### src/rtl/core/wnm_pkg.sv
package wnm_pkg;

    localparam int PATTERN_BYTES = 16;
    localparam int POS_W         = $clog2(PATTERN_BYTES + 1);
    localparam int IDX_W         = (PATTERN_BYTES > 1) ? $clog2(PATTERN_BYTES) : 1;
    localparam int LEN_W         = 5;
    localparam int CFG_DATA_W    = 64;
    localparam int CFG_INDEX_W   = 2;

    localparam logic [7:0] STAR_BYTE = 8'h2A;
    localparam logic [7:0] NUL_BYTE  = 8'h00;
    localparam logic [7:0] LOWER_A   = 8'h61;
    localparam logic [7:0] LOWER_Z   = 8'h7A;
    localparam logic [7:0] CASE_BIAS = 8'h20;

    typedef enum logic [CFG_INDEX_W-1:0] {
        REG_PATTERN_LOW      = 2'd0,
        REG_PATTERN_HIGH     = 2'd1,
        REG_PATTERN_LENGTH   = 2'd2,
        REG_CASE_INSENSITIVE = 2'd3
    } cfg_reg_t;

    typedef struct packed {
        logic [PATTERN_BYTES-1:0][7:0] pat_bytes;
        logic [POS_W-1:0]              eff_len;
        logic [PATTERN_BYTES:0]        stop_map;
        logic                          nocase;
    } pat_cfg_t;

    function automatic logic [7:0] fold(input logic [7:0] c, input logic nocase);
        if (nocase && c >= LOWER_A && c <= LOWER_Z) begin
            return c - CASE_BIAS;
        end
        return c;
    endfunction

    // first position at or after pos that is not a star or lies at the pattern end
    function automatic logic [POS_W-1:0] skip_stars(input logic [POS_W-1:0] pos,
                                                    input logic [PATTERN_BYTES:0] stop_map);
        logic [POS_W-1:0] q;
        logic             found;
        q     = pos;
        found = 1'b0;
        for (int i = 0; i <= PATTERN_BYTES; i++) begin
            if (!found && i >= int'(pos) && stop_map[i]) begin
                q     = POS_W'(i);
                found = 1'b1;
            end
        end
        return q;
    endfunction

endpackage

### src/rtl/core/wnm_cfg_regs.sv
module wnm_cfg_regs
    import wnm_pkg::*;
(
    input  logic                   aclk,
    input  logic                   aresetn,
    input  logic                   cfg_valid,
    output logic                   cfg_ready,
    input  logic [CFG_INDEX_W-1:0] cfg_index,
    input  logic [CFG_DATA_W-1:0]  cfg_data,
    output pat_cfg_t               pat_cfg
);

    logic [CFG_DATA_W-1:0] pat_low_reg,  pat_low_next;
    logic [CFG_DATA_W-1:0] pat_high_reg, pat_high_next;
    logic [LEN_W-1:0]      pat_len_reg,  pat_len_next;
    logic                  nocase_reg,   nocase_next;

    logic [PATTERN_BYTES-1:0][7:0] bytes;
    logic [LEN_W-1:0]              clamp_len;
    logic [POS_W-1:0]              eff_len;
    logic                          len_found;

    assign cfg_ready = 1'b1;

    always_comb begin
        pat_low_next  = pat_low_reg;
        pat_high_next = pat_high_reg;
        pat_len_next  = pat_len_reg;
        nocase_next   = nocase_reg;
        if (cfg_valid) begin
            unique case (cfg_reg_t'(cfg_index))
                REG_PATTERN_LOW:      pat_low_next  = cfg_data;
                REG_PATTERN_HIGH:     pat_high_next = cfg_data;
                REG_PATTERN_LENGTH:   pat_len_next  = cfg_data[LEN_W-1:0];
                REG_CASE_INSENSITIVE: nocase_next   = cfg_data[0];
                default: ;
            endcase
        end
    end

    always_ff @(posedge aclk) begin
        if (!aresetn) begin
            pat_low_reg  <= '0;
            pat_high_reg <= '0;
            pat_len_reg  <= '0;
            nocase_reg   <= 1'b0;
        end else begin
            pat_low_reg  <= pat_low_next;
            pat_high_reg <= pat_high_next;
            pat_len_reg  <= pat_len_next;
            nocase_reg   <= nocase_next;
        end
    end

    always_comb begin
        for (int i = 0; i < PATTERN_BYTES; i++) begin
            if (i < 8) begin
                bytes[i] = pat_low_reg[8*(i%8) +: 8];
            end else begin
                bytes[i] = pat_high_reg[8*(i%8) +: 8];
            end
        end

        if (pat_len_reg > LEN_W'(PATTERN_BYTES)) begin
            clamp_len = LEN_W'(PATTERN_BYTES);
        end else begin
            clamp_len = pat_len_reg;
        end

        // a zero byte ends the pattern early
        eff_len   = POS_W'(clamp_len);
        len_found = 1'b0;
        for (int i = 0; i < PATTERN_BYTES; i++) begin
            if (!len_found && (i >= int'(clamp_len) || bytes[i] == NUL_BYTE)) begin
                eff_len   = POS_W'(i);
                len_found = 1'b1;
            end
        end

        for (int i = 0; i < PATTERN_BYTES; i++) begin
            pat_cfg.stop_map[i] = (i >= int'(eff_len)) || (bytes[i] != STAR_BYTE);
        end
        pat_cfg.stop_map[PATTERN_BYTES] = 1'b1;

        pat_cfg.pat_bytes = bytes;
        pat_cfg.eff_len   = eff_len;
        pat_cfg.nocase    = nocase_reg;
    end

endmodule

### src/rtl/core/wnm_step.sv
module wnm_step
    import wnm_pkg::*;
(
    input  logic       aclk,
    input  logic       aresetn,
    input  pat_cfg_t   pat_cfg,
    input  logic       s_tvalid,
    output logic       s_tready,
    input  logic [7:0] s_tdata,
    input  logic       s_tlast,
    input  logic       s_tuser,
    output logic       m_tvalid,
    input  logic       m_tready,
    output logic [7:0] m_tdata
);

    logic             in_valid_reg, in_valid_next;
    logic [7:0]       in_char_reg;
    logic             in_last_reg;
    logic             in_empty_reg;
    logic [POS_W-1:0] pos_reg,  pos_next;
    logic             skip_reg, skip_next;
    logic             fail_reg, fail_next;
    logic             out_valid_reg, out_valid_next;
    logic             out_match_reg, out_match_next;

    logic             produces;
    logic             out_free;
    logic             consume;
    logic [7:0]       c;
    logic [POS_W-1:0] p1;
    logic             sk1;
    logic [POS_W-1:0] p2;
    logic             sk2;
    logic             f2;
    logic             hit;
    logic [POS_W-1:0] q;
    logic             matched;

    assign produces = in_last_reg | in_empty_reg;
    assign out_free = !out_valid_reg || m_tready;
    assign consume  = in_valid_reg && (out_free || !produces);
    assign s_tready = !in_valid_reg || consume;

    always_comb begin
        c   = fold(in_char_reg, pat_cfg.nocase);
        p1  = pos_reg;
        sk1 = skip_reg;
        if (!skip_reg && pos_reg < pat_cfg.eff_len
                && pat_cfg.pat_bytes[pos_reg[IDX_W-1:0]] == STAR_BYTE) begin
            p1  = skip_stars(pos_reg, pat_cfg.stop_map);
            sk1 = 1'b1;
        end
        hit = (p1 < pat_cfg.eff_len)
            && (fold(pat_cfg.pat_bytes[p1[IDX_W-1:0]], pat_cfg.nocase) == c);

        p2  = p1;
        sk2 = sk1;
        f2  = 1'b0;
        if (hit) begin
            p2  = p1 + POS_W'(1);
            sk2 = 1'b0;
        end else if (!sk1) begin
            f2 = 1'b1;
        end
        if (fail_reg) begin
            p2  = pos_reg;
            sk2 = skip_reg;
            f2  = 1'b1;
        end

        q       = skip_stars(p2, pat_cfg.stop_map);
        matched = in_empty_reg || (!f2 && q >= pat_cfg.eff_len);
    end

    always_comb begin
        in_valid_next = in_valid_reg;
        if (consume) begin
            in_valid_next = 1'b0;
        end
        if (s_tvalid && s_tready) begin
            in_valid_next = 1'b1;
        end

        pos_next  = pos_reg;
        skip_next = skip_reg;
        fail_next = fail_reg;
        if (consume) begin
            if (produces) begin
                pos_next  = '0;
                skip_next = 1'b0;
                fail_next = 1'b0;
            end else begin
                pos_next  = p2;
                skip_next = sk2;
                fail_next = f2;
            end
        end

        out_valid_next = out_valid_reg;
        out_match_next = out_match_reg;
        if (m_tready) begin
            out_valid_next = 1'b0;
        end
        if (consume && produces) begin
            out_valid_next = 1'b1;
            out_match_next = matched;
        end
    end

    always_ff @(posedge aclk) begin
        if (!aresetn) begin
            in_valid_reg  <= 1'b0;
            pos_reg       <= '0;
            skip_reg      <= 1'b0;
            fail_reg      <= 1'b0;
            out_valid_reg <= 1'b0;
        end else begin
            in_valid_reg  <= in_valid_next;
            pos_reg       <= pos_next;
            skip_reg      <= skip_next;
            fail_reg      <= fail_next;
            out_valid_reg <= out_valid_next;
        end
    end

    always_ff @(posedge aclk) begin
        if (s_tvalid && s_tready) begin
            in_char_reg  <= s_tdata;
            in_last_reg  <= s_tlast;
            in_empty_reg <= s_tuser;
        end
        out_match_reg <= out_match_next;
    end

    assign m_tvalid = out_valid_reg;
    assign m_tdata  = {7'b0, out_match_reg};

endmodule

### src/rtl/core/wildcard_name_matcher_unit.sv
// Wildcard name matcher.
// Input stream: one name character per item on s_tdata, s_tlast marks the
// final character of a name, s_tuser marks an item that stands for a whole
// empty name (always a match). Each name yields one item on the m_ side,
// m_tdata bit 0 set when the name matched the pattern.
// Configuration: cfg_valid/cfg_ready/cfg_index/cfg_data, always ready; index
// 0 pattern bytes 0..7, 1 pattern bytes 8..15, 2 pattern length, 3 case
// insensitive. Write only while no name item is in flight.
// A closing item passes the input register, then the match step writes its
// result into the output register.
// Throughput: one item per cycle while the receiver takes results; one compare
// and position update per character, so the input register drains each cycle.
// Reset clears the pattern, length, case flag, match position and the
// output. A stalled receiver holds the result; the input register keeps
// taking characters that close no name, and stops at the next closing item.
module wildcard_name_matcher_unit
    import wnm_pkg::*;
(
    input  logic                   aclk,
    input  logic                   aresetn,
    input  logic                   cfg_valid,
    output logic                   cfg_ready,
    input  logic [CFG_INDEX_W-1:0] cfg_index,
    input  logic [CFG_DATA_W-1:0]  cfg_data,
    input  logic                   s_tvalid,
    output logic                   s_tready,
    input  logic [7:0]             s_tdata,   // name_char
    input  logic                   s_tlast,
    input  logic                   s_tuser,   // empty_name
    output logic                   m_tvalid,
    input  logic                   m_tready,
    output logic [7:0]             m_tdata    // matched, zero padding
);

    pat_cfg_t pat_cfg;

    wnm_cfg_regs u_cfg (
        .aclk      (aclk),
        .aresetn   (aresetn),
        .cfg_valid (cfg_valid),
        .cfg_ready (cfg_ready),
        .cfg_index (cfg_index),
        .cfg_data  (cfg_data),
        .pat_cfg   (pat_cfg)
    );

    wnm_step u_step (
        .aclk     (aclk),
        .aresetn  (aresetn),
        .pat_cfg  (pat_cfg),
        .s_tvalid (s_tvalid),
        .s_tready (s_tready),
        .s_tdata  (s_tdata),
        .s_tlast  (s_tlast),
        .s_tuser  (s_tuser),
        .m_tvalid (m_tvalid),
        .m_tready (m_tready),
        .m_tdata  (m_tdata)
    );

endmodule

### config.mk
export PLATFORM = sky130hd
export DESIGN_NAME = wildcard_name_matcher_unit
export DESIGN_NICKNAME = d
export VERILOG_FILES = /design/src/rtl/core/wnm_pkg.sv /design/src/rtl/core/wnm_cfg_regs.sv /design/src/rtl/core/wnm_step.sv /design/src/rtl/core/wildcard_name_matcher_unit.sv
export SDC_FILE = /design/constraint.sdc
export NUM_CORES = 1
export LEC_CHECK = 0
export BUFFER_PORTS_ARGS = -buffer_cell sky130_fd_sc_hd__buf_4
export CORE_ASPECT_RATIO = 0.6
export CORE_MARGIN = 3
export CORE_UTILIZATION = 55
export DETAILED_ROUTE_END_ITERATION = 10
export GPL_TIMING_DRIVEN = 0
export PLACE_DENSITY_LB_ADDON = 0.12
export SYNTH_ARGS = -nofsm -noshare
export SYNTH_HDL_FRONTEND = slang
export SYNTH_SLANG_ARGS = --single-unit
export TNS_END_PERCENT = 20
### constraint.sdc
create_clock -name aclk -period 8.9 [get_ports aclk]
set_input_delay 1.78 -clock aclk [delete_from_list [all_inputs] [get_ports aclk]]
set_output_delay 1.78 -clock aclk [all_outputs]
set_load 0.02 [all_outputs]
=== After elaboration in Yosys (flattened, before gate mapping) ===
Cells that the tools add are included.
W data, S select, Z words.

* Register bits after elaboration: 154
* Output and inout bits: 11

* Muxes and demuxes: 140
* Bitwise logic cells: 1
* $lt $le $gt $ge: 76
* $add $sub $neg: 3
* Equality and inequality tests: 22
* Reduce and logical (&&, ||, !) cells: 202

{| class="wikitable"
|+ Operators with widths
! cell !! number
|-
| $mux W5 || 55
|-
| $ge A4 B5 Y1 const A || 32
|-
| $logic_not A8 Y1 || 16
|-
| $ne A8 B6 Y1 const B || 16
|-
| $logic_and A1 B1 Y1 || 90
|-
| $ge A3 B5 Y1 const A || 16
|-
| $mux W1 || 77
|-
| $bmux W8 S4 || 2
|-
| $logic_not A1 Y1 || 52
|-
| $mux W8 || 6
|-
| $ge A1 B5 Y1 const A || 8
|-
| $ge A2 B5 Y1 const A || 8
|-
| $logic_or A1 B1 Y1 || 36
|-
| $ge A8 B7 Y1 const B || 2
|-
| $le A8 B7 Y1 const B || 2
|-
| $sub A8 B6 Y8 const B || 2
|-
| $ge A5 B5 Y1 const A || 2
|-
| $lt A4 B5 Y1 const B || 2
|-
| $lt A5 B5 Y1 || 2
|-
| $reduce_and A2 Y1 || 5
|-
| $eq A8 B6 Y1 const B || 1
|-
| $eq A8 B8 Y1 || 1
|-
| $add A5 B1 Y5 const B || 1
|-
| $ge A5 B5 Y1 || 1
|-
| other kinds (7) || 9
|}

=== Longest topological paths before layout ===
* Depth after elaboration: 214
* Mapped depth: 48
* Depth with buffers taken out: 43

=== Modules after synthesis ===
Synthesis repeated with hierarchy kept, for this count alone.

* Cells, all modules: 1,544
* Area total of the unflattened synthesis: 11,752.5 µm²

{| class="wikitable"
|+ By module, submodules not included
! module !! sequential area each (µm²) !! times used !! cells an instance !! area an instance (µm²)
|-
| wnm_cfg_regs || 2,682.6 || 1 || 771 || 6,055.8
|-
| wnm_step || 510.5 || 1 || 773 || 5,696.7
|}

=== Worst setup path after synthesis ===
No wires, ideal clock.

* Path type: reg-to-reg
* Start point: reg u_cfg.pat_low_reg[18]
* End point: reg u_step.out_match_reg, data pin
* Period minus slack after synthesis: 9,108 ps
* Setup slack: -208 ps
* Required time: 8,637 ps
* Arrival: 8,845 ps
* Cell stages (with the launch flop): 43
* Buffers on the path: 2
* Setup time: 263 ps
* Cells stage by stage: dfxtp_1 -> or4_1 -> or3_1 -> and2_1 -> a221oi_1 -> a21oi_1 -> o22ai_1 -> inv_1 -> ha_1 -> a21oi_1 -> o221ai_1 -> a21oi_1 -> nand4_1 -> a22o_1 -> a41oi_2 -> nor2_1 -> nor2_2 -> clkbuf_1 -> (+7 left out) -> or4b_4 -> o21ai_4 -> xnor2_2 -> a211oi_4 -> nor2_1 -> o31a_1 -> or4b_1 -> o2111a_1 -> a211oi_1 -> o221ai_1 -> ha_1 -> nand2b_1 -> a21oi_1 -> nor2b_1 -> o21ai_0 -> nand2b_1 -> a21oi_1 -> o21bai_1

* Longest elaborated chain between the ends: 207
* Elaborated cells on any way between the ends: 315

{| class="wikitable"
|+ RTL lines
! element !! RTL line !! source
|-
| start: declaration || wnm_cfg_regs.sv:13 || <nowiki>logic [CFG_DATA_W-1:0] pat_low_reg, pat_low_next;</nowiki>
|-
| start signal: assignment || wnm_cfg_regs.sv:48 || <nowiki>pat_low_reg <= pat_low_next;</nowiki>
|-
| $logic_not A8 Y1 || wnm_cfg_regs.sv:74 || <nowiki>if (!len_found && (i >= int'(clamp_len) || bytes[i] == NUL_BYTE)) begin</nowiki>
|-
| $logic_or A1 B1 Y1 || wnm_cfg_regs.sv:74 ||
|-
| $logic_and A1 B1 Y1 || wnm_cfg_regs.sv:74 ||
|-
| $mux W1 || wnm_cfg_regs.sv:74 ||
|-
| $logic_not A1 Y1 || wnm_cfg_regs.sv:74 ||
|-
| $logic_and A1 B1 Y1 || wnm_cfg_regs.sv:74 ||
|-
| $mux W1 || wnm_cfg_regs.sv:74 ||
|-
| $logic_not A1 Y1 || wnm_cfg_regs.sv:74 ||
|-
| (+192 left out) || -- ||
|-
| $mux W1 || wnm_pkg.sv:45 || <nowiki>if (!found && i >= int'(pos) && stop_map[i]) begin</nowiki>
|-
| $logic_not A1 Y1 || wnm_pkg.sv:45 ||
|-
| $logic_and A1 B1 Y1 || wnm_pkg.sv:45 ||
|-
| $mux W5 || wnm_pkg.sv:45 ||
|-
| $ge A5 B5 Y1 || wnm_step.sv:73 || <nowiki>matched = in_empty_reg || (!f2 && q >= pat_cfg.eff_len);</nowiki>
|-
| $logic_and A1 B1 Y1 (*) || wnm_step.sv:73 ||
|-
| $logic_or A1 B1 Y1 (*) || wnm_step.sv:73 ||
|-
| via u_step.matched || wnm_step.sv:38 || <nowiki>logic matched;</nowiki>
|-
| end signal: assignment || wnm_step.sv:133 || <nowiki>out_match_reg <= out_match_next;</nowiki>
|-
| end: declaration || wnm_step.sv:25 || <nowiki>logic out_match_reg, out_match_next;</nowiki>
|}

The timed path passes the listed nets; every way through them passes the cells marked *. The select of a mux whose other input is x is not followed.
A chain may end at the register's enable or synchronous reset.

=== Final worst setup path ===
* Start point: reg u_cfg.pat_len_reg[4]
* End point: reg u_step.out_match_reg, data pin

* Longest elaborated chain between the ends: 214
* Elaborated cells on any way between the ends: 350

{| class="wikitable"
|+ RTL lines
! element !! RTL line !! source
|-
| start: declaration || wnm_cfg_regs.sv:15 || <nowiki>logic [LEN_W-1:0] pat_len_reg, pat_len_next;</nowiki>
|-
| start signal: assignment || wnm_cfg_regs.sv:50 || <nowiki>pat_len_reg <= pat_len_next;</nowiki>
|-
| $gt A5 B5 Y1 || wnm_cfg_regs.sv:64 || <nowiki>if (pat_len_reg > LEN_W'(PATTERN_BYTES)) begin</nowiki>
|-
| $mux W5 (*) || wnm_cfg_regs.sv:64 ||
|-
| $ge A1 B5 Y1 || wnm_cfg_regs.sv:74 ||
|-
| $logic_or A1 B1 Y1 || wnm_cfg_regs.sv:74 ||
|-
| $mux W1 || wnm_cfg_regs.sv:74 ||
|-
| $logic_not A1 Y1 || wnm_cfg_regs.sv:74 ||
|-
| $logic_and A1 B1 Y1 || wnm_cfg_regs.sv:74 ||
|-
| $mux W1 || wnm_cfg_regs.sv:74 ||
|-
| (+199 left out) || -- ||
|-
| $mux W1 || wnm_pkg.sv:45 ||
|-
| $logic_not A1 Y1 || wnm_pkg.sv:45 ||
|-
| $logic_and A1 B1 Y1 || wnm_pkg.sv:45 ||
|-
| $mux W5 || wnm_pkg.sv:45 ||
|-
| $ge A5 B5 Y1 || wnm_step.sv:73 ||
|-
| $logic_and A1 B1 Y1 (*) || wnm_step.sv:73 ||
|-
| $logic_or A1 B1 Y1 (*) || wnm_step.sv:73 ||
|-
| via u_step.matched || wnm_step.sv:38 ||
|}

Marks and branches as above.

==> results.yml <==
synth:
  synth-edff-count: 11
  synth-seq-cells: 154
  yosys-top-cells-area: "dfxtp_1, nand2_1, a21boi_0, mux2i_1, nand3_1"
  yosysUniqueCellTypes: 115
  ys_warn_count: 0
  synth_top_area_cell: "dfxtp_1"
  synth_seq_area_share_pct: 29.2
  synth-main-ff-cell: "dfxtp_1"
  synth_top_area_share_pct: 26.2
  avgSynthCellArea_um2: 7.56
  netlist_area_mm2: 0.0109
  synthesis.instances: 1445
  async_flop_share_pct: 0
worst_setup_path:
  startpoint_type: "flop"
  regToRegStartpoint: "u_cfg.pat_len_reg[4]"
  end_kind: "flop"
  path_max_fanout: 10
  regToRegSetupSlack_ps: -1110
  worstPathRequired_ps: 9090
  cp-endpoint: "u_step.out_match_reg"
  critPathArrivalTime_ps: 10200
  slowest_stage: "nor4_2"
  r2r_end: "u_step.out_match_reg"
  cp_slowest_stage_delay_ps: 580
  reg2regPathDepth: 45
  startpoint: "u_cfg.pat_len_reg[4]"
  criticalPathCategory: "flop to flop"
grt:
  grtUsageMet1_pct: 61.3
  grt_pass1_vias: 11200
  grt_pass1_wl_um: 69100
  grt_max_degree: 17
  antenna_found_initial: 0
  globalRouteMet2Util_pct: 55.4
  grtUsageMet3_pct: 19.3
  grt_busiest_layer: "met1"
  track_usage_pct: 42.2
  grt.overflow.total: 0
final_layout:
  antenna_cells: 0
  mostFrequentLayoutCells: "nand2_1, buf_4, dfxtp_1, a21boi_0, nand3_1"
  final_nets: 1705
  stdcell_area_mm2: 0.0137
  syn2layout_area_growth_pct: 25.0
  final_core_util_pct: 70.9
  final_common_cell: "nand2_1"
  drive_above_1_share_pct: 22.7
  multiInputGateArea_mm2: 0.00780
  seqCellArea_mm2: 0.00320
  fillerInstances: 1574
drt:
  ant_nets: 0
  firstDrtPassIters: 6
  via_count: 12600
  drtIter0Drc: 1958
  via_per_inst: 6.68
  drcViolationCount: 0
  wire_per_inst_um: 24.8
  totalWireLength_um: 46900
clocking:
  clk_path_buf_depth: 2
  cts_buffers: 17
  clkTransAtPathRegs_ps: 70
  cts_tree: "done"
  htreeDepth: 4
  clock-sinks: 154
  clock_latency_ps: 450
  clockRootBuffer: "clkbuf_16"
  ctsHoldBuffers: 0
timing:
  finalSetupTns_ps: -1110
  setup_violations: 1
  worst_slack_ps: -1110
  maxSlewViolCount: 0
  hold_violations: 0
  relSlewSlack_pct: 32.9
  fin_crit_ps: 10010
  finalCritPeriodShare_pct: 113
  maxClockFrequency_ghz: 0.0999
  worstMarginPinSlew_ps: 1010
  rsz0062_at_grt: "true"
  finClkSkew_ps: 13.5
min_path:
  hold_class: "flop to flop"
die:
  initial_core_util_pct: 56.7
  io_pins: 92
  dieHeight_um: 115
  die_area_mm2: 0.0217
  die_width_um: 188
  core_area_mm2: 0.0193
  row_count: 39
place:
  numPortBuffers: 82
  pre_cts_ws_ps: -2830
  placed_cell_area_mm2: 0.0120
  dp_hpwl_um: 35800
  gp_congestion: 1.05
pwr:
  peakVddDrop_uv: 203
  cellPowerDensity_mw_per_mm2: 130
  power_uw: 1780
  cellLeakagePower_uw: 0.00491
flow_run:
  drv_cap: 0
outcome:
  status: "finished, violations left"
  violations: "setup timing"
critical path: cells and delay by family (launching register included):
kind	cells	cell delay (ps)
AOI/OAI and AO/OA	21	4590
xor gates and xnor gates	1	210
adders and majority gates	2	510
buffers and inverters	6	1160
DFF	1	430
and+or+nand+nor	15	2830
metrics by stage:
step | cells | hold slack, ps
CTS | 1882 | 485
global placement | 1799 | 472
detailed placement | 1799 | 477
global route | 1887 | 502
floorplan | 1451 | 447
finish | 1887 | 488
report_power, final:
group / switching, uW / leakage [uW] / internal (uW)
clock network: 337 / 0.000289 / 421
logic: 153 / 0.00335 / 111
registers: 33.1 / 0.00127 / 721
area by class of cell:
cell class,instances,area share [%]
clock buffers,18,3.14
flip-flops and latches,154,23.4
clock inverters,14,1.19
plain buffers,93,3.93
repair buffers,140,8.08
inverters,22,0.659
multi-input cells,1180,57.1
well taps,266,2.44
cell usage after synthesis, types with 8 or more instances:
master and instances:
nand2_1 337, dfxtp_1 143, a21boi_0 133, nand3_1 75
nor2_1 73, clkbuf_1 53, o21ai_0 50, a21oi_1 49
mux2i_1 40, or3_1 24, or4_1 23, nor3_1 22
nor4_1 20, inv_1 19, a211oi_1 18, and3_1 17
a31oi_1 16, ha_1 16, buf_4 15, and2_1 14
nor2b_1 13, buf_2 12, or2_2 12, buf_1 11
edfxtp_1 11, nand4_1 11, mux2_2 10, o31ai_1 10
o21a_1 9, nand2b_1 8, o211ai_1 8
cells by family after synthesis:
family,share of synthesized area [%]
AND/OR/NAND/NOR,31.0
AO/OA/AOI/OAI,26.5
flip-flops,29.2
buffers and inverters,4.89
multiplexers,5.52
adder cells (fa/ha/maj),1.83
XOR/XNOR,0.950
other,0.0687
worst min path at each step:
stage,startpoint,slack (ps),end,depth (start not counted)
after floorplan,u_cfg.pat_low_reg[39],450,u_cfg.pat_low_reg[39],2
after global placement,u_cfg.pat_low_reg[22],470,u_cfg.pat_low_reg[22],2
after detailed placement,u_cfg.pat_low_reg[6],480,u_cfg.pat_low_reg[6],2
after CTS,u_cfg.pat_low_reg[18],490,u_cfg.pat_low_reg[18],2
after global routing,u_cfg.pat_low_reg[18],500,u_cfg.pat_low_reg[18],2
final,u_cfg.pat_high_reg[18],490,u_cfg.pat_high_reg[18],2
layer usage:
metal / vias up / wire [um] / share of wire, %
met3: 106 / 8280 / 18
met4: 2 / 1230 / 2.6
met5: - / 40 / 0.085
met1: 6008 / 19900 / 42
li1: 5555 / - / -
met2: 928 / 17400 / 37
what timing repair did:
item / 4_1_cts / 5_1_grt
setup endpoints to repair: 4 / 1
pin swaps: 44 / 19
gates resized for setup: 131 / 23
setup buffers: 53 / 5
(Power assumes the default switching activity.)
